### config.mk
export PLATFORM = sky130hd
export DESIGN_NAME = tequ_report
export DESIGN_NICKNAME = d
export VERILOG_FILES = /design/src/tequ_pkg.sv /design/src/tequ_report.sv
export SDC_FILE = /design/constraint.sdc
export NUM_CORES = 1
export LEC_CHECK = 0
export BUFFER_PORTS_ARGS = -buffer_cell sky130_fd_sc_hd__clkbuf_2
export CAP_MARGIN = 40
export CORE_MARGIN = 4
export CORE_UTILIZATION = 55
export CTS_BUF_LIST = sky130_fd_sc_hd__clkbuf_4 sky130_fd_sc_hd__clkbuf_8
export CTS_CLUSTER_SIZE = 40
export DETAILED_ROUTE_END_ITERATION = 8
export PLACE_DENSITY = 0.92
export SLEW_MARGIN = 20
export SYNTH_ARGS = -nofsm -noshare
export SYNTH_HDL_FRONTEND = slang
export SYNTH_SLANG_ARGS = --single-unit
### constraint.sdc
create_clock -name clk -period 6.52 [get_ports clk]
set_clock_uncertainty 0.1 [all_clocks]
set_input_delay 0.652 -clock clk [delete_from_list [all_inputs] [get_ports clk]]
set_output_delay 0.652 -clock clk [all_outputs]
set_load 0.02 [all_outputs]
### src/tequ_pkg.sv
// Package for the touch event queue endpoint.
// Holds the operation and response codes, the queue entry layout and the
// command passed from the queue control to the report stage. No dependencies.
package tequ_pkg;

	// Operation codes carried in the request.
	typedef enum logic [1:0] {
		OP_EVENT = 2'd0,
		OP_IN    = 2'd1,
		OP_OTHER = 2'd2,
		OP_RESET = 2'd3
	} op_t;

	// Handshake response codes returned with each result.
	typedef enum logic [1:0] {
		RSP_NONE  = 2'd0,
		RSP_DATA  = 2'd1,
		RSP_NAK   = 2'd2,
		RSP_STALL = 2'd3
	} rsp_t;

	// The only endpoint that carries touch reports.
	localparam logic [3:0] DATA_EP = 4'd1;

	// Field widths of the stream payloads.
	localparam int unsigned IN_DATA_W  = 72;
	localparam int unsigned OUT_DATA_W = 64;

	// One queued touch event, 56 bits.
	typedef struct packed {
		logic [7:0]  buttons;
		logic [15:0] id;
		logic [15:0] y;
		logic [15:0] x;
	} entry_t;

	// Decoded request handed to the report stage.
	typedef struct packed {
		rsp_t rsp;
		logic dropped;
		logic pop;
		logic len_ok;
		logic clear;
	} cmd_t;

endpackage

### src/tequ_report.sv
// Report stage for the touch event queue: holds the last report, merges in
// a popped entry from the event store and drives the result register.
// Depends on tequ_pkg.
module tequ_report #(
	parameter int unsigned PACKET_BYTES = 8
) (
	input  logic                          clk,
	input  logic                          arst_n,
	input  logic                          cmd_valid_s1,
	input  tequ_pkg::cmd_t                cmd_s1,
	output logic                          cmd_ready,
	input  tequ_pkg::entry_t              rd_data,
	output logic                          out_valid,
	input  logic                          out_ready,
	output logic [tequ_pkg::OUT_DATA_W-1:0] out_data
);
	import tequ_pkg::*;

	localparam logic [7:0] PKT_LEN = 8'(PACKET_BYTES);

	entry_t                last_q;
	entry_t                src;
	logic                  advance;
	logic                  out_valid_q;
	logic [OUT_DATA_W-1:0] out_data_q;
	logic [OUT_DATA_W-1:0] out_data_d;

	assign cmd_ready = !out_valid_q || out_ready;
	assign advance   = cmd_valid_s1 && cmd_ready;

	// A pop reports the fresh entry; otherwise the last report is sent again.
	assign src = cmd_s1.pop ? rd_data : last_q;

	// Pack the result: response, dropped, x, y, id, touched, length.
	always_comb begin
		out_data_d        = '0;
		out_data_d[1:0]   = cmd_s1.rsp;
		out_data_d[2]     = cmd_s1.dropped;
		if (cmd_s1.rsp == RSP_DATA && cmd_s1.len_ok) begin
			out_data_d[18:3]  = src.x;
			out_data_d[34:19] = src.y;
			out_data_d[50:35] = src.id;
			out_data_d[51]    = (src.buttons != 8'd0);
			out_data_d[59:52] = PKT_LEN;
		end
	end

	// Last report registers, updated in request order.
	always_ff @(posedge clk or negedge arst_n) begin
		if (!arst_n) begin
			last_q <= '0;
		end else if (advance) begin
			if (cmd_s1.clear) begin
				last_q <= '0;
			end else if (cmd_s1.pop) begin
				last_q <= rd_data;
			end
		end
	end

	// Result valid flag.
	always_ff @(posedge clk or negedge arst_n) begin
		if (!arst_n) begin
			out_valid_q <= 1'b0;
		end else if (cmd_ready) begin
			out_valid_q <= cmd_valid_s1;
		end
	end

	// Result payload.
	always_ff @(posedge clk) begin
		if (advance) begin
			out_data_q <= out_data_d;
		end
	end

	assign out_valid = out_valid_q;
	assign out_data  = out_data_q;

endmodule

# --- Word level (Yosys, flattened, before mapping) ---
# Index checks and enable logic that the tools add are counted.
totals:
  out_inout_bits: 66
  in_bits: 66
  regBits: 117
  word_cells: 16
op_classes:
  reduce_logical: 5
  eq_ne: 1
  mux: 3
ops:
  columns: ["op", "n"]
  rows:
  - ["$mux 56", 2]
  - ["$mux 53", 1]
  - ["$reduce_bool 8->1", 1]
  - ["$eq 2x1->1 const B", 1]
  - ["$logic_and 1x1->1", 2]
  - ["$logic_not 1->1", 1]
  - ["$logic_or 1x1->1", 1]

# --- Longest topological paths before layout ---
logic_depth:
  depth_word: 3
  ltp_mapped: 6
  mapped_depth_nobuf: 4

# --- Least setup slack after synthesis ---
# Ideal clock, no wire load.
synth_path:
  path_type: "input -> register"
  start: "input out_ready"
  end: "register out_data_q[0] (netlist: out_data[0]) (enable)"
  cell_stages: 6
  slack_ns: 3.788
  required_ns: 6.013
  arrival_time_ns: 2.224
  setup_time_ns: 0.407
  n_path_buf: 2
  cell_sequence: "nor2b_4 > buf_6 > inv_4 > nand2_2 > buf_2 > inv_1"
synth_via:
  elab_chain_cells: 2
synth_lines:
  columns: ["element", "line_no", "text"]
  rows:
  - ["start, declared", "tequ_report.sv:14", "input logic out_ready,"]
  - ["$logic_or 1x1->1", "tequ_report.sv:28", "assign cmd_ready = !out_valid_q || out_ready;"]
  - ["$logic_and 1x1->1", "tequ_report.sv:29", "assign advance = cmd_valid_s1 && cmd_ready;"]
  - ["net advance", "tequ_report.sv:23", "logic advance;"]
  - ["end signal, assigned", "tequ_report.sv:73", "out_data_q <= out_data_d;"]
  - ["end, declared", "tequ_report.sv:25", "logic [OUT_DATA_W-1:0] out_data_q;"]
# The timed path passes the listed nets, and every way through them passes these cells.
# A chain may end at the register's enable or synchronous reset.

# --- Worst setup path after layout ---
layout_path:
  start: "register out_valid_q (netlist: out_valid)"
  end: "register out_data_q[1] (netlist: out_data[1]) (enable)"
layout_via:
  elab_chain_cells: 3
layout_lines:
  columns: ["element", "line_no", "text"]
  rows:
  - ["start, declared", "tequ_report.sv:24", "logic out_valid_q;"]
  - ["start signal, assigned", "tequ_report.sv:66", "out_valid_q <= cmd_valid_s1;"]
  - ["$logic_not 1->1", "tequ_report.sv:28", null]
  - ["$logic_or 1x1->1", "tequ_report.sv:28", null]
  - ["$logic_and 1x1->1", "tequ_report.sv:29", null]
  - ["net advance", "tequ_report.sv:23", null]
# The timed path passes the listed nets, and every way through them passes these cells.

==> impl_metrics.env <==
export IMPL_die_y_um=105
export IMPL_power_density_nw_per_um2=255
export IMPL_finalNetCount=609
export IMPL_synth_cell_types=30
export IMPL_synth_area_per_cell_um2=11.5
export IMPL_yosysMostFrequentCell="dfrtp_1"
export IMPL_maxCapViolations=0
export IMPL_sw_frac_of_total_pct=28.3
export IMPL_rsz0062_at_grt="false"
export IMPL_rows=35
export IMPL_cp_arrival_ns=2.59
export IMPL_antenna_left=0
export IMPL_drc=0
export IMPL_synth_area_leaders="edfxtp_1 (31%), dfrtp_1 (28%), a41oi_1 (7.7%)"
export IMPL_core_area_um2=9150
export IMPL_n_antenna_cell=0
export IMPL_drv_slew=0
export IMPL_synth_area_um2=5140
export IMPL_r2r_setup_slack_ns=3.90
export IMPL_critPathMaxFanout=55
export IMPL_min_period_ns=2.62
export IMPL_yosysSeqAreaShare_pct=58.7
export IMPL_synthCells=448
export IMPL_dp_cells=641
export IMPL_clkSinkCount=110
export IMPL_port_buffers=120
export IMPL_hold_path_class="in2async"
export IMPL_grt_max_degree=100
export IMPL_setup_worst_path_end_class="register"
export IMPL_power_total_uw=1510
export IMPL_clkTransAtPathRegs_ns=0.10
export IMPL_io_pin_count=132
export IMPL_vias=3995
export IMPL_yosys_warnings=0
export IMPL_cts_resized=0
export IMPL_status="finished clean"
export IMPL_setup_viol=0
export IMPL_cts_buffers=9
export IMPL_path_class="reg2reg"
export IMPL_leakagePower_uw=0.00243
export IMPL_ys_flop_type="dfrtp_1"
export IMPL_synth_top_cell_by_area="edfxtp_1"
export IMPL_finalHoldViolations=0
export IMPL_drt_wl_total_mm=11.4
export IMPL_dieArea_um2=11000
export IMPL_timing_fmax_mhz=381
export IMPL_clockPowerShare_pct=24.6
export IMPL_worst_slew_pin_slew_ns=0.724
export IMPL_period_share_pct=40.2
export IMPL_via_per_inst=6.06
export IMPL_fin_setup_tns_ns=0
export IMPL_cts_root_buffer="clkbuf_8"
export IMPL_stdcell_count=659
export IMPL_area_growth_synth_to_final_pct=15.4
export IMPL_place_gp_congestion=0.812
export IMPL_ys_async_sr_fraction_pct=51.8
export IMPL_p_comb_share_pct=19.2
export IMPL_slew_headroom_pct=51.7
export IMPL_drive_gt1_share_pct=27.6
export IMPL_postCtsHoldBufs=0
export IMPL_clk_latency_ns=0.36
export IMPL_antenna_found_initial=0
export IMPL_grt_pass1_wl_mm=18.6
export IMPL_synth_edf_count=53
export IMPL_fillCellCount=708
export IMPL_gr_total_overflow=0
export IMPL_p_sw_uw=428
export IMPL_ys_ff_latch=110
export IMPL_drt_iter0_markers=224
export IMPL_critPathRequiredTime_ns=6.49
export IMPL_ir_worst_vdd_mv=0.120
export IMPL_seq_power_share_pct=56.2
export IMPL_grt_use_total_pct=21.0
export IMPL_cp_start_kind="register"
export IMPL_cts_buffer_depth=2
export IMPL_htreeDepth=3
export IMPL_p_int_uw=1080
export IMPL_dp_hpwl_mm=7.63
export IMPL_tritoncts="yes"
export IMPL_ys_top_cells_by_count="dfrtp_1 (57), edfxtp_1 (53), nor2_1 (49)"
export IMPL_synth_top_area_share_pct=31.0
export IMPL_grt_pass1_vias=3791
export IMPL_initial_utilization_pct=56.1
export IMPL_postCtsSetupBuffers=0
export IMPL_wl_per_cell_um=17.3
export IMPL_die_w_um=105
export IMPL_drt_pass1_iterations=5
## final timing paths
path                       cells past startpoint     endpoint       start
max reg2reg                                    6  out_data[1]   out_valid
min reg2reg                                    1   last_q[17]  last_q[17]
max in group asynchronous                      2    last_q[0]      arst_n
min                                            2   last_q[20]      arst_n
min in group clk                               1  out_data[2]   cmd_s1[3]
max                                            6  out_data[1]   out_valid
## flip-flops by register name (all words and copies together) (netlist names)
signal / count
last_q: 56
out_valid: 1
out_data: 53
## worst max-delay path: stages (launching register included)
cell and delay, ns:
dfrtp_1 0.39, nor2b_4 0.16, inv_4 0.43, nand2_2 0.21
buf_12 0.25, inv_2 0.45, buf_12 0.27
## power groups by stage
stage | registers [µW] | clock network (µW) | logic [µW]
detailed placement | 862 | 0 | 287
finish | 848 | 371 | 290
global placement | 857 | 0 | 267
global route | 857 | 405 | 320
floorplan | 875 | 0 | 188
CTS | 848 | 380 | 287
## metrics by stage
| step | utilization, % | setup WS (ns) | cell area [µm²] | hold slack, ns |
|---|---|---|---|---|
| 6_report | 64.8 | 3.90 | 5930 | 0.305 |
| 5_1_grt | 64.8 | 3.76 | 5930 | 0.337 |
| 4_1_cts | 64.3 | 3.44 | 5880 | 0.327 |
| 3_5_place_dp | 62.4 | 3.18 | 5710 | 0.366 |
| 3_3_place_gp | 61.5 | 3.12 | 5630 | 0.363 |
| 2_1_floorplan | - | 3.79 | 5180 | 0.256 |
## cell type report
type / instances / area, µm² / share of cell area [%]
Multi-Input combinational cell: 290 / 1830 / 30.9
Sequential cell: 110 / 3020 / 50.9
Clock inverter: 5 / 36.3 / 0.612
Inverter: 4 / 17.5 / 0.295
Timing Repair Buffer: 128 / 748 / 12.6
Clock buffer: 11 / 139 / 2.34
Tap cell: 111 / 139 / 2.34
## routing by layer
layer  track usage, %  vias to the layer above  wire (µm)
li1                 -                     1879          -
met1             27.7                     1942       4780
met2             33.9                      152       5620
met3             4.76                       22        701
met4             8.62                        0        277
met5                0                        -          0
## kinds of logic after synthesis
kind of cell,synth area share [%]
compound gates,21.2
simple gates,13.1
other cells,0.0730
mux,0.584
buf+inv,6.35
flops,58.7
## layout by cell type (no fill, tap or decap), drive strengths merged
| cell | n |
|---|---|
| or3 | 1 |
| and2b | 1 |
| dfrtp | 57 |
| nand4 | 7 |
| mux2i | 3 |
| nor2 | 49 |
| o2bb2ai | 45 |
| clkbuf | 130 |
| nand2 | 10 |
| nand3 | 7 |
| buf | 9 |
| or4 | 2 |
| inv | 4 |
| clkinvlp | 3 |
| a32o | 4 |
| or2 | 1 |
| o21ai | 7 |
| a21oi | 45 |
| edfxtp | 53 |
| conb | 11 |
| nor3 | 3 |
| nor4 | 2 |
| nor2b | 46 |
| and3 | 1 |
| clkinv | 2 |
| a41oi | 45 |
Power figures use the tool's default switching activity.
