**src/tequ_pkg.sv**
```systemverilog
// Package for the touch event queue endpoint.
// Holds the operation and response codes, the queue entry layout and the
// command passed from the queue control to the report stage. No dependencies.
package tequ_pkg;

	// Operation codes carried in the request.
	typedef enum logic [1:0] {
		OP_EVENT = 2'd0,
		OP_IN    = 2'd1,
		OP_OTHER = 2'd2,
		OP_RESET = 2'd3
	} op_t;

	// Handshake response codes returned with each result.
	typedef enum logic [1:0] {
		RSP_NONE  = 2'd0,
		RSP_DATA  = 2'd1,
		RSP_NAK   = 2'd2,
		RSP_STALL = 2'd3
	} rsp_t;

	// The only endpoint that carries touch reports.
	localparam logic [3:0] DATA_EP = 4'd1;

	// Field widths of the stream payloads.
	localparam int unsigned IN_DATA_W  = 72;
	localparam int unsigned OUT_DATA_W = 64;

	// One queued touch event, 56 bits.
	typedef struct packed {
		logic [7:0]  buttons;
		logic [15:0] id;
		logic [15:0] y;
		logic [15:0] x;
	} entry_t;

	// Decoded request handed to the report stage.
	typedef struct packed {
		rsp_t rsp;
		logic dropped;
		logic pop;
		logic len_ok;
		logic clear;
	} cmd_t;

endpackage

```
**src/tequ_ctrl.sv**
```systemverilog
// Queue control for the touch event queue: decodes each request, keeps the
// read and write pointers, the fill count and the pending flag, and drives
// the event store ports. Depends on tequ_pkg.
module tequ_ctrl #(
	parameter int unsigned QUEUE_DEPTH  = 128,
	parameter int unsigned PACKET_BYTES = 8,
	localparam int unsigned PTR_W = $clog2(QUEUE_DEPTH)
) (
	input  logic                 clk,
	input  logic                 arst_n,
	// Request side.
	input  logic                 req_valid,
	output logic                 req_ready,
	input  logic [1:0]           operation,
	input  logic [3:0]           endpoint,
	input  logic [9:0]           buffer_len,
	input  tequ_pkg::entry_t     event_in,
	// Event store ports.
	output logic                 wr_en,
	output logic [PTR_W-1:0]     wr_addr,
	output tequ_pkg::entry_t     wr_data,
	output logic                 rd_en,
	output logic [PTR_W-1:0]     rd_addr,
	// Command toward the report stage.
	output logic                 cmd_valid_s1,
	output tequ_pkg::cmd_t       cmd_s1,
	input  logic                 cmd_ready
);
	import tequ_pkg::*;

	localparam int unsigned CNT_W = $clog2(QUEUE_DEPTH + 1);
	localparam logic [CNT_W-1:0] FULL_CNT = CNT_W'(QUEUE_DEPTH);
	localparam logic [PTR_W-1:0] LAST_PTR = PTR_W'(QUEUE_DEPTH - 1);
	localparam logic [10:0] PKT_LEN = 11'(PACKET_BYTES);

	logic [PTR_W-1:0] rd_ptr_q, wr_ptr_q, rd_ptr_d, wr_ptr_d;
	logic [CNT_W-1:0] count_q, count_d;
	logic             pending_q, pending_d;
	logic             accept;
	logic             push, pop;
	cmd_t             cmd_d;

	assign req_ready = !cmd_valid_s1 || cmd_ready;
	assign accept    = req_valid && req_ready;

	// Decode the request and work out the next queue bookkeeping.
	always_comb begin
		rd_ptr_d      = rd_ptr_q;
		wr_ptr_d      = wr_ptr_q;
		count_d       = count_q;
		pending_d     = pending_q;
		push          = 1'b0;
		pop           = 1'b0;
		cmd_d.rsp     = RSP_NONE;
		cmd_d.dropped = 1'b0;
		cmd_d.pop     = 1'b0;
		cmd_d.len_ok  = (11'(buffer_len) >= PKT_LEN);
		cmd_d.clear   = 1'b0;
		case (op_t'(operation))
			OP_EVENT: begin
				if (count_q == FULL_CNT) begin
					cmd_d.dropped = 1'b1;
				end else begin
					push      = 1'b1;
					wr_ptr_d  = (wr_ptr_q == LAST_PTR) ? '0 : wr_ptr_q + 1'b1;
					count_d   = count_q + 1'b1;
					pending_d = 1'b1;
				end
			end
			OP_RESET: begin
				rd_ptr_d    = '0;
				wr_ptr_d    = '0;
				count_d     = '0;
				cmd_d.clear = 1'b1;
			end
			OP_IN: begin
				if (endpoint != DATA_EP) begin
					cmd_d.rsp = RSP_STALL;
				end else if (!pending_q) begin
					cmd_d.rsp = RSP_NAK;
				end else begin
					cmd_d.rsp = RSP_DATA;
					if (count_q != '0) begin
						pop       = 1'b1;
						cmd_d.pop = 1'b1;
						rd_ptr_d  = (rd_ptr_q == LAST_PTR) ? '0 : rd_ptr_q + 1'b1;
						count_d   = count_q - 1'b1;
						if (count_q == CNT_W'(1)) begin
							pending_d = 1'b0;
						end
					end else begin
						pending_d = 1'b0;
					end
				end
			end
			default: begin
				cmd_d.rsp = RSP_STALL;
			end
		endcase
	end

	// Event store accesses happen at the accept edge.
	assign wr_en   = accept && push;
	assign wr_addr = wr_ptr_q;
	assign wr_data = event_in;
	assign rd_en   = accept && pop;
	assign rd_addr = rd_ptr_q;

	// Queue bookkeeping registers.
	always_ff @(posedge clk or negedge arst_n) begin
		if (!arst_n) begin
			rd_ptr_q  <= '0;
			wr_ptr_q  <= '0;
			count_q   <= '0;
			pending_q <= 1'b1;
		end else if (accept) begin
			rd_ptr_q  <= rd_ptr_d;
			wr_ptr_q  <= wr_ptr_d;
			count_q   <= count_d;
			pending_q <= pending_d;
		end
	end

	// Stage 1 valid flag.
	always_ff @(posedge clk or negedge arst_n) begin
		if (!arst_n) begin
			cmd_valid_s1 <= 1'b0;
		end else if (req_ready) begin
			cmd_valid_s1 <= req_valid;
		end
	end

	// Stage 1 command payload.
	always_ff @(posedge clk) begin
		if (accept) begin
			cmd_s1 <= cmd_d;
		end
	end

endmodule

```
**config.mk**
```make
export PLATFORM = sky130hd
export DESIGN_NAME = tequ_ctrl
export DESIGN_NICKNAME = d
export VERILOG_FILES = /design/src/tequ_pkg.sv /design/src/tequ_ctrl.sv
export SDC_FILE = /design/constraint.sdc
export NUM_CORES = 1
export LEC_CHECK = 0
export ABC_CLOCK_PERIOD_IN_PS = 3800
export BUFFER_PORTS_ARGS = -buffer_cell sky130_fd_sc_hd__buf_4
export CAP_MARGIN = 0
export CORE_UTILIZATION = 46
export DETAILED_ROUTE_END_ITERATION = 12
export PLACE_DENSITY = 0.86
export SETUP_SLACK_MARGIN = 0.3
export SYNTH_ARGS = -nofsm -noshare
export SYNTH_HDL_FRONTEND = slang
export SYNTH_SLANG_ARGS = --single-unit
export TNS_END_PERCENT = 5
```
**constraint.sdc**
```tcl
create_clock -name clk -period 3.8 [get_ports clk]
set_input_delay 0.19 -clock clk [delete_from_list [all_inputs] [get_ports clk]]
set_output_delay 0.19 -clock clk [all_outputs]
set_load 0.005 [all_outputs]
```
## Yosys cells after proc, flatten, opt, wreduce, memory -nomap -nowiden

Index checks and enable logic that the tools add are counted.
W data, S select, Z words.

| cells by class | value |
|---|---|
| reduce and logical (&&, ||, !) cells | 16 |
| muxes and demuxes | 30 |
| $add $sub $neg | 4 |
| equality and inequality tests | 11 |
| $lt $le $gt $ge | 1 |

Operator list:

| operator | count |
|---|---|
| $mux W7 | 6 |
| $mux W8 | 4 |
| $pmux W7 S2 | 2 |
| $pmux W8 S3 | 1 |
| $add A7 B1 Y7 const B | 2 |
| $eq A7 B7 Y1 const B | 2 |
| $mux W1 | 13 |
| $ge A10 B4 Y1 const B | 1 |
| $add A8 B1 Y8 const B | 1 |
| $eq A8 B1 Y1 const B | 1 |
| $eq A8 B8 Y1 const B | 1 |
| $ne A2 B2 Y1 const B | 4 |
| $reduce_bool A8 Y1 | 1 |
| $sub A8 B1 Y8 const B | 1 |
| $reduce_and A6 Y1 | 1 |
| $reduce_bool A2 Y1 | 3 |
| $reduce_and A5 Y1 | 1 |
| $mux W2 | 2 |
| $ne A4 B1 Y1 const B | 1 |
| $pmux W2 S2 | 1 |
| $reduce_and A4 Y1 | 1 |
| $logic_and A1 B1 Y1 | 3 |
| $reduce_and A3 Y1 | 1 |
| $reduce_bool A3 Y1 | 1 |
| 7 further kinds | 7 |

| storage, ports and cells | value |
|---|---|
| output and inout bits | 80 |
| register bits | 30 |
| input port bits | 76 |
| word-level logic and storage cells | 72 |

## Depth between registers and ports, before layout

Gate-level depths: netlist of the first run.

| depth | value |
|---|---|
| depth after elaboration | 6 |
| depth in mapped cells | 9 |
| depth with buffers taken out | 8 |

## Least setup slack after synthesis of the first run

No wires, ideal clock.

| timing | value |
|---|---|
| path type | reg-to-reg |
| from | reg count_q[0] |
| to | reg rd_ptr_q[5], in the netlist rd_addr[5] |
| cell stages (with the launch flop) | 9 |
| setup time | 0.126 ns |
| data required time | 3.674 ns |
| path buffers | 1 |
| arrival | 1.996 ns |
| path slack | 1.678 ns |
| period minus slack after synthesis | 2.122 ns |
| cells stage by stage | dfrtp_1 -> inv_1 -> ha_1 -> or3b_1 -> buf_2 -> o311a_4 -> nand2_4 -> nor2_2 -> a221o_1 |

| on the way | value |
|---|---|
| word-level cells in the longest chain between the ends | 3 |

Ends and longest elaborated chain:

| element | RTL line | source |
|---|---|---|
| from (decl) | tequ_ctrl.sv:37 | `logic [CNT_W-1:0] count_q, count_d;` |
| from (signal assigned) | tequ_ctrl.sv:119 | `count_q <= count_d;` |
| $reduce_bool A8 Y1 | tequ_ctrl.sv:83 | `if (count_q != '0) begin` |
| $ne A2 B2 Y1 (no line) | - |  |
| $reduce_and A5 Y1 (no line) | - |  |
| to (signal assigned) | tequ_ctrl.sv:117 | `rd_ptr_q <= rd_ptr_d;` |
| to (decl) | tequ_ctrl.sv:36 | `logic [PTR_W-1:0] rd_ptr_q, wr_ptr_q, rd_ptr_d, wr_ptr_d;` |

No other way between the ends.
A chain may end at the register's enable or synchronous reset.

## Worst setup path after layout of the first run

| timing | value |
|---|---|
| from | reg count_q[0] |
| to | out rd_en |

| on the way | value |
|---|---|
| word-level cells in the longest chain between the ends | 6 |

Ends and longest elaborated chain:

| element | RTL line | source |
|---|---|---|
| $reduce_bool A8 Y1 | tequ_ctrl.sv:83 |  |
| $mux W1 | tequ_ctrl.sv:83 |  |
| $mux W1 | tequ_ctrl.sv:79 | `end else if (!pending_q) begin` |
| $mux W1 | tequ_ctrl.sv:77 | `if (endpoint != DATA_EP) begin` |
| $mux W1 | - |  |
| $logic_and A1 B1 Y1 | tequ_ctrl.sv:106 | `assign rd_en = accept && pop;` |
| to (decl) | tequ_ctrl.sv:22 | `output logic rd_en,` |

No other way between the ends.

==> run_results.csv, run 1 <==
group,metric,value,unit
status,outcome,"finished clean",
cells_and_area,diodes,0,
drt,drt-initial-drc-count,125,
place,place_area,0.00230,sq mm
sta,timing.fmax,393,MHz
sta,skew,4.08,ps
logic_synthesis,ys_seq_area_share,32.6,%
global_route,grt_first_pass_wirelength,8.07,mm
critical_path,critPathMaxFanout,9,
sta,fin_crit,2540,ps
critical_path,crit_path_end_kind,"primary output",
drt,ant_nets,0,
power,p_int,688,uW
drt,wire_per_inst,15.9,um
place,io_buffer_count,40,
logic_synthesis,ys.flop_type,"dfrtp_1",
logic_synthesis,synth.cell_area,0.00240,sq mm
drt,drcViolationCount,0,
floorplanning,start_util,49.2,%
sta,worst_slack,1260,ps
cells_and_area,postLayoutCellArea,0.00242,sq mm
logic_synthesis,synth-warning-count,0,
logic_synthesis,synth_edf_count,6,
clock_tree,cts_made_buffers,5,
logic_synthesis,synthCells,273,
critical_path,arrival,2350,ps
sta,rsz0062_at_grt,"false",
power,switchingPower,344,uW
critical_path,crit_type,"flop to primary output",
sta,tns,0,ps
clock_tree,clock_latency,290,ps
power,clkPwrFrac,31.5,%
place,place_ws,1420,ps
power,leakagePower,1.04,nW
sta,hold_viol_final,0,
sta,setup_violations,0,
place,hpwlAfterDp,3.64,mm
sta,worst_pin_slew,697,ps
global_route,grtUsageTotal,19.5,%
drt,viasPerCell,6.00,
floorplanning,fp.dieH,74.2,um
cells_and_area,post-route-util,49.7,%
power,share_comb_of_total_power,24.4,%
logic_synthesis,avgSynthCellArea,8.79,sq um
logic_synthesis,synth_fp_nets,358,
drt,num_vias,1943,
clock_tree,postCtsSetupBuffers,0,
floorplanning,pin_count,156,
clock_tree,htreeDepth,2,
clock_tree,clockRootBuffer,"clkbuf_8",
run,drv_cap,0,
logic_synthesis,ys_seq_elements,30,
global_route,grt_pass1_vias,1752,
clock_tree,tritoncts,"yes",
cells_and_area,nets,341,
critical_path,worstPathRequired,3610,ps
clock_tree,clockBufferDepth,2,
global_route,antenna_found_initial,0,
power,p_sw_share,33.3,%
critical_path,startpoint_type,"flop",
drt,wirelength,5.15,mm
power,ir_worst_vdd,0.000273,V
clock_tree,path_clk_slew,70,ps
cells_and_area,final_layout_size_suffix_gt1_share,25.3,%
cells_and_area,fillers,475,
sta,max_slew_margin,53.5,%
clock_tree,cts_resized,0,
place,gp_congestion,0.925,
sta,slew_viol_final,0,
cells_and_area,areaGrowthSynthToFinish,0.990,%
sta,period_share,66.9,%
power,pwr-share-seq,44.1,%
global_route,grt_max_degree,25,
floorplanning,die_area,0.00551,sq mm
cells_and_area,final_cells,324,
floorplanning,num_rows,25,
floorplanning,core,0.00488,sq mm
power,p_per_area,426,mW/mm^2
place,dp.cells,315,
drt,first_pass_iters,4,
clock_tree,ctsHoldBuffers,1,
floorplanning,dieWidth,74.2,um
logic_synthesis,synth_cell_types,59,
global_route,overflow,0,
logic_synthesis,ys_async_sr_fraction,80.0,%
hold_path,hp-class,"input pin to flop",
clock_tree,cts_sinks,30,
## final cells by class
type                       instances  area (sq um)  share of cell area, %
tap                               67          83.8                   3.46
multi-input combinational        166          1090                   45.0
clock buffer                       5          68.8                   2.84
inverter                          12          47.5                   1.96
timing repair buffer              41           310                   12.8
sequential                        30           782                   32.3
clock inverter                     3          40.0                   1.65
## layout by cell type (no fill, tap or decap), drive strengths merged, types with 3 or more instances in the layout
cell	instances
a21oi	11
a31oi	6
and3	5
and4	3
buf	40
clkbuf	5
clkinv	3
dfrtp	23
edfxtp	6
ha	9
inv	11
nand2	19
nand3	8
nand3b	3
nand4	4
nor2	19
nor2b	3
nor3	8
nor4	6
o211ai	3
o21ai	20
o31ai	4
o41ai	3
## cell families after synthesis
family / after synthesis / share of synthesized area [%]
fa+ha+maj: 9 / 4.69
flops: 30 / 32.6
buf+inv: 77 / 22.0
mux: 2 / 0.834
compound gates: 63 / 18.5
simple gates: 92 / 21.4
## power groups by stage
stage               Clock (mW)  Sequential (mW)  Combinational [mW]
CTS                      0.327            0.452               0.251
finish                   0.325            0.455               0.252
global route             0.342            0.464               0.282
floorplan                    0            0.423               0.250
detailed placement           0            0.457               0.249
global placement             0            0.454               0.241
## synthesized netlist by cell type (4+ instances only)
library cell | count | share of area [%]
inv_1 | 10 | 1.6
dfrtp_1 | 23 | 24
nand2_1 | 18 | 2.8
and3_1 | 4 | 1.0
nor3_1 | 8 | 1.7
buf_4 | 57 | 18
nand4_1 | 4 | 1.0
a21oi_1 | 11 | 2.3
edfxtp_1 | 6 | 7.5
o21ai_0 | 19 | 4.0
a31oi_1 | 6 | 1.6
o31ai_1 | 4 | 1.3
nor4_1 | 6 | 1.6
ha_1 | 9 | 4.7
nor2_1 | 18 | 2.8
nand3_1 | 8 | 1.7
## final timing paths
path | startpoint | end | slack [ps] | cells past startpoint
hold / removal | req_valid | cmd_valid_s1 | 100 | 3
setup / recovery | count_q[0] | rd_en | 1260 | 7
min in group asynchronous | arst_n | rd_addr[1] | 330 | 2
hold reg to reg | wr_addr[5] | wr_addr[5] | 520 | 1
max in group asynchronous | arst_n | pending_q | 3180 | 2
setup reg to reg | cmd_valid_s1 | wr_addr[5] | 1390 | 6
## flip-flops by register name, summed over array words and instances (netlist names)
register and flops:
cmd_s1 6, cmd_valid_s1 1, wr_addr 7, pending_q 1, count_q 8, rd_addr 7
## stage by stage
stage                     power (mW)  hold WS [ps]
after floorplan                0.673          -106
after global placement         0.696           115
after detailed placement       0.706           114
after CTS                       1.03           104
after global routing            1.09           112
final                           1.03           101
## metal layers
metal | vias to the layer above | global-route usage, % | share of wire (%)
met5 | - | 0 | 0
met4 | 0 | 10.9 | 1.9
met3 | 25 | 4.61 | 9.7
met2 | 112 | 31.8 | 47
met1 | 915 | 23.7 | 42
li1 | 891 | - | -
## critical path, cell delays in order, from the launching register on
cell,delay [ps]
dfrtp_1,480
inv_1,120
ha_1,240
or3b_1,480
o311a_4,400
nand2_4,120
nor2_2,70
buf_4,160
Note: power is estimated with default switching activity, not from simulation.
==> run 2: changes to the inputs <==
--- a/config.mk
+++ b/config.mk
@@ -5,12 +5,13 @@
 export SDC_FILE = /design/constraint.sdc
 export NUM_CORES = 1
 export LEC_CHECK = 0
-export ABC_CLOCK_PERIOD_IN_PS = 3800
+export ABC_AREA = 1
+export ABC_CLOCK_PERIOD_IN_PS = 2100
 export BUFFER_PORTS_ARGS = -buffer_cell sky130_fd_sc_hd__buf_4
 export CAP_MARGIN = 0
-export CORE_UTILIZATION = 46
+export CORE_UTILIZATION = 40
 export DETAILED_ROUTE_END_ITERATION = 12
-export PLACE_DENSITY = 0.86
+export PLACE_DENSITY = 0.78
 export SETUP_SLACK_MARGIN = 0.3
 export SYNTH_ARGS = -nofsm -noshare
 export SYNTH_HDL_FRONTEND = slang
==> constraint.sdc (replaced) <==
create_clock -name clk -period 2.1 [get_ports clk]
set_input_delay 0.105 -clock clk [delete_from_list [all_inputs] [get_ports clk]]
set_output_delay 0.105 -clock clk [all_outputs]
set_load 0.005 [all_outputs]
==> run 2 against run 1 <==
Compared with the run above: die area up 22%; non-clock buffer count grew 3; via count increased by 3.8%; setup slack got worse by 870 ps; core utilization decreased by 6.5 points; area after synthesis is 6.8% higher; register-to-register slack got worse by 890 ps; critical path type unchanged; largest cell class unchanged; highest routed layer unchanged.
==> run_results.csv, run 2 <==
group,metric,value,unit
drt,drcViolationCount,0,
drt,num_vias,2017,
sta,worst_slack,386,ps
critical_path,reg2regPathDepth,7,
logic_synthesis,synth.area.top_cells,"dfrtp_1, buf_4, nand2_1",
floorplanning,dieWidth,82.1,um
logic_synthesis,synthCells,345,
sta,hold_ws,87.4,ps
critical_path,endpoint,"rd_en",
critical_path,cp-startpoint,"count_q[0]",
logic_synthesis,ys_seq_area_share,30.5,%
power,share_comb_of_total_power,40.3,%
global_route,grt_pass1_vias,1791,
floorplanning,fp.dieH,82.1,um
floorplanning,num_rows,28,
status,outcome,"finished clean",
sta,max_slew_margin,69.8,%
critical_path,worst_r2r_endpoint,"count_q[2]",
place,hpwlAfterDp,4.02,mm
critical_path,arrival,1610,ps
critical_path,cp_cell_sequence,"inv_2 > ha_4 > inv_1 > nor3_4 > nand2_1 > nand2_1 > nor4_2 > buf_4",
logic_synthesis,synth_edf_count,6,
critical_path,cp.buffers_inverters,3,
place,gp_congestion,0.905,
critical_path,cp_slowest_cell,"dfrtp_1",
sta,rsz0062_at_grt,"true",
hold_path,hold_depth,3,
cells_and_area,largest_register_ffs,8,
logic_synthesis,synthTopCellsByCount,"nand2_1, buf_4, inv_1",
sta,setup_violations,0,
cells_and_area,final_cells,407,
global_route,grtUsageTotal,17.4,%
sta,hold_viol_final,0,
place,place_area,0.00246,sq mm
critical_path,critPathMaxFanout,6,
sta,fin_crit,1710,ps
clock_tree,clockRootBuffer,"clkbuf_8",
clock_tree,htreeDepth,2,
power,p_sw_share,40.2,%
drt,wire_per_inst,13.5,um
critical_path,critical_path.max_stage_delay,390,ps
logic_synthesis,ys_seq_elements,30,
logic_synthesis,ys.flop_type,"dfrtp_1",
power,clkPwrFrac,23.8,%
critical_path,cp.depth,8,
cells_and_area,diodes,0,
floorplanning,die_area,0.00673,sq mm
logic_synthesis,avgSynthCellArea,7.43,sq um
logic_synthesis,yosysMostFrequentCell,"nand2_1",
power,leakagePower,1.32,nW
cells_and_area,final_common_cell,"nand2_1",
hold_path,hp-class,"input pin to flop",
sta,worst_pin_slew,453,ps
drt,first_pass_iters,5,
drt,viasPerCell,4.96,
run,drv_cap,0,
critical_path,worstPathRequired,2000,ps
power,p_int,1.54,mW
sta,timing.fmax,584,MHz
sta,period_share,81.6,%
critical_path,r2r_setup_slack,500,ps
sta,slew_viol_final,0,
clock_tree,cts_made_buffers,5,
cells_and_area,regMostFlops,"count_q",
critical_path,crit_path_frequent_cell,"nand2_1",
floorplanning,start_util,42.3,%
power,total_power,2.57,mW
drt,ant_nets,0,
logic_synthesis,synth-warning-count,0,
drt,drt-initial-drc-count,115,
power,ir_worst_vdd,0.000457,V
clock_tree,clock_latency,290,ps
cells_and_area,post-route-util,43.2,%
clock_tree,cts_sinks,30,
critical_path,crit_path_end_kind,"primary output",
logic_synthesis,synth_area_leader_cell,"dfrtp_1",
floorplanning,core,0.00606,sq mm
clock_tree,clockBufferDepth,2,
cells_and_area,nets,416,
drt,wirelength,5.49,mm
cells_and_area,final_layout_size_suffix_gt1_share,23.2,%
power,switchingPower,1.03,mW
place,dp.cells,397,
logic_synthesis,synth_fp_nets,430,
cells_and_area,postLayoutCellArea,0.00262,sq mm
critical_path,crit_family,"simple AND/OR/NAND/NOR gates",
power,pwr-share-seq,35.9,%
floorplanning,pin_count,156,
place,io_buffer_count,40,
power,p_per_area,983,mW/mm^2
global_route,grt_max_degree,25,
clock_tree,tritoncts,"yes",
sta,skew,10.8,ps
cells_and_area,areaGrowthSynthToFinish,2.05,%
sta,tns,0,ps
global_route,antenna_found_initial,0,
critical_path,crit_type,"flop to primary output",
global_route,grt_first_pass_wirelength,8.69,mm
logic_synthesis,synth_cell_types,33,
critical_path,reg2reg_from,"cmd_valid_s1",
critical_path,startpoint_type,"flop",
logic_synthesis,ys_async_sr_fraction,80.0,%
clock_tree,path_clk_slew,60,ps
logic_synthesis,synth_top_area_share,22.4,%
global_route,overflow,0,
place,place_ws,378,ps
logic_synthesis,synth.cell_area,0.00256,sq mm
cells_and_area,fillers,594,
cells_and_area,layout_common_cells,"nand2_1, buf_4, inv_1, nand3_1, dfrtp_1",
-- run 2: cell types whose count changed in the layout (fill, tap and decap cells not counted), moves of 4 or more --
cell     delta
a21oi_1     -6
a31oi_1     -6
and3_1      -4
inv_1      +22
nand2_1    +72
nand3_1    +15
nand4_1     +5
nor3_1      -4
nor4_1      -5
o21ai_1     +8
o21ai_2     +4
o31ai_1     -4
-- run 2: power groups by stage --
stage	logic [mW]	registers (mW)	clock network, mW
floorplan	0.945	0.837	0
finish	1.04	0.924	0.611
global route	1.18	0.952	0.651
global placement	0.942	0.931	0
detailed placement	0.967	0.934	0
CTS	1.02	0.916	0.623
-- run 2: worst min-delay path by stage --
| stage | startpoint | end | slack (ps) |
|---|---|---|---|
| 5_1_grt | buffer_len[5] | cmd_s1[1] | 80 |
| 2_1_floorplan | arst_n | cmd_valid_s1 | -190 |
| 6_report | buffer_len[5] | cmd_s1[1] | 90 |
| 3_3_place_gp | arst_n | count_q[6] | 30 |
| 4_1_cts | buffer_len[5] | cmd_s1[1] | 80 |
| 3_5_place_dp | arst_n | count_q[6] | 30 |
-- run 2: kinds of logic (layout without fill, tap and decap cells) --
| logic type | after synthesis | in the layout | synth area share (%) |
|---|---|---|---|
| and+or+nand+nor | 168 | 168 | 31.7 |
| buffers and inverters | 100 | 87 | 25.1 |
| AOI/OAI and AO/OA | 37 | 37 | 7.91 |
| DFF | 30 | 30 | 30.5 |
| adders and majority gates | 9 | 9 | 4.39 |
| xor gates and xnor gates | 1 | 1 | 0.342 |
-- run 2: what timing repair did --
action                     in CTS  in global routing
hold endpoints to repair       23                  0
hold buffers                    1                  0
buffers inserted                1                  0
resized for setup               3                  2
setup endpoints to repair       1                  9
-- run 2: layout make-up --
cell class                 count  area [sq um]  share of cell area, %
multi-input combinational    215          1160                   44.2
sequential                    30           782                   29.9
timing repair buffer          44           333                   12.7
inverter                      35           135                   5.17
tap                           75          93.8                   3.59
clock buffer                   7          86.3                   3.30
clock inverter                 1          30.0                   1.15
-- run 2: tightest hold or removal path, cell delays in order --
cell     delay (ps)
buf_4            80
nor4_1           30
nand2_1          50
-- run 2: layer usage --
metal	GRT usage (%)	wire length (um)	part of all wire [%]
met5	0	0	0
met4	11.8	218	4.0
met3	5.11	466	8.5
met2	27.3	2560	47
met1	20.4	2240	41
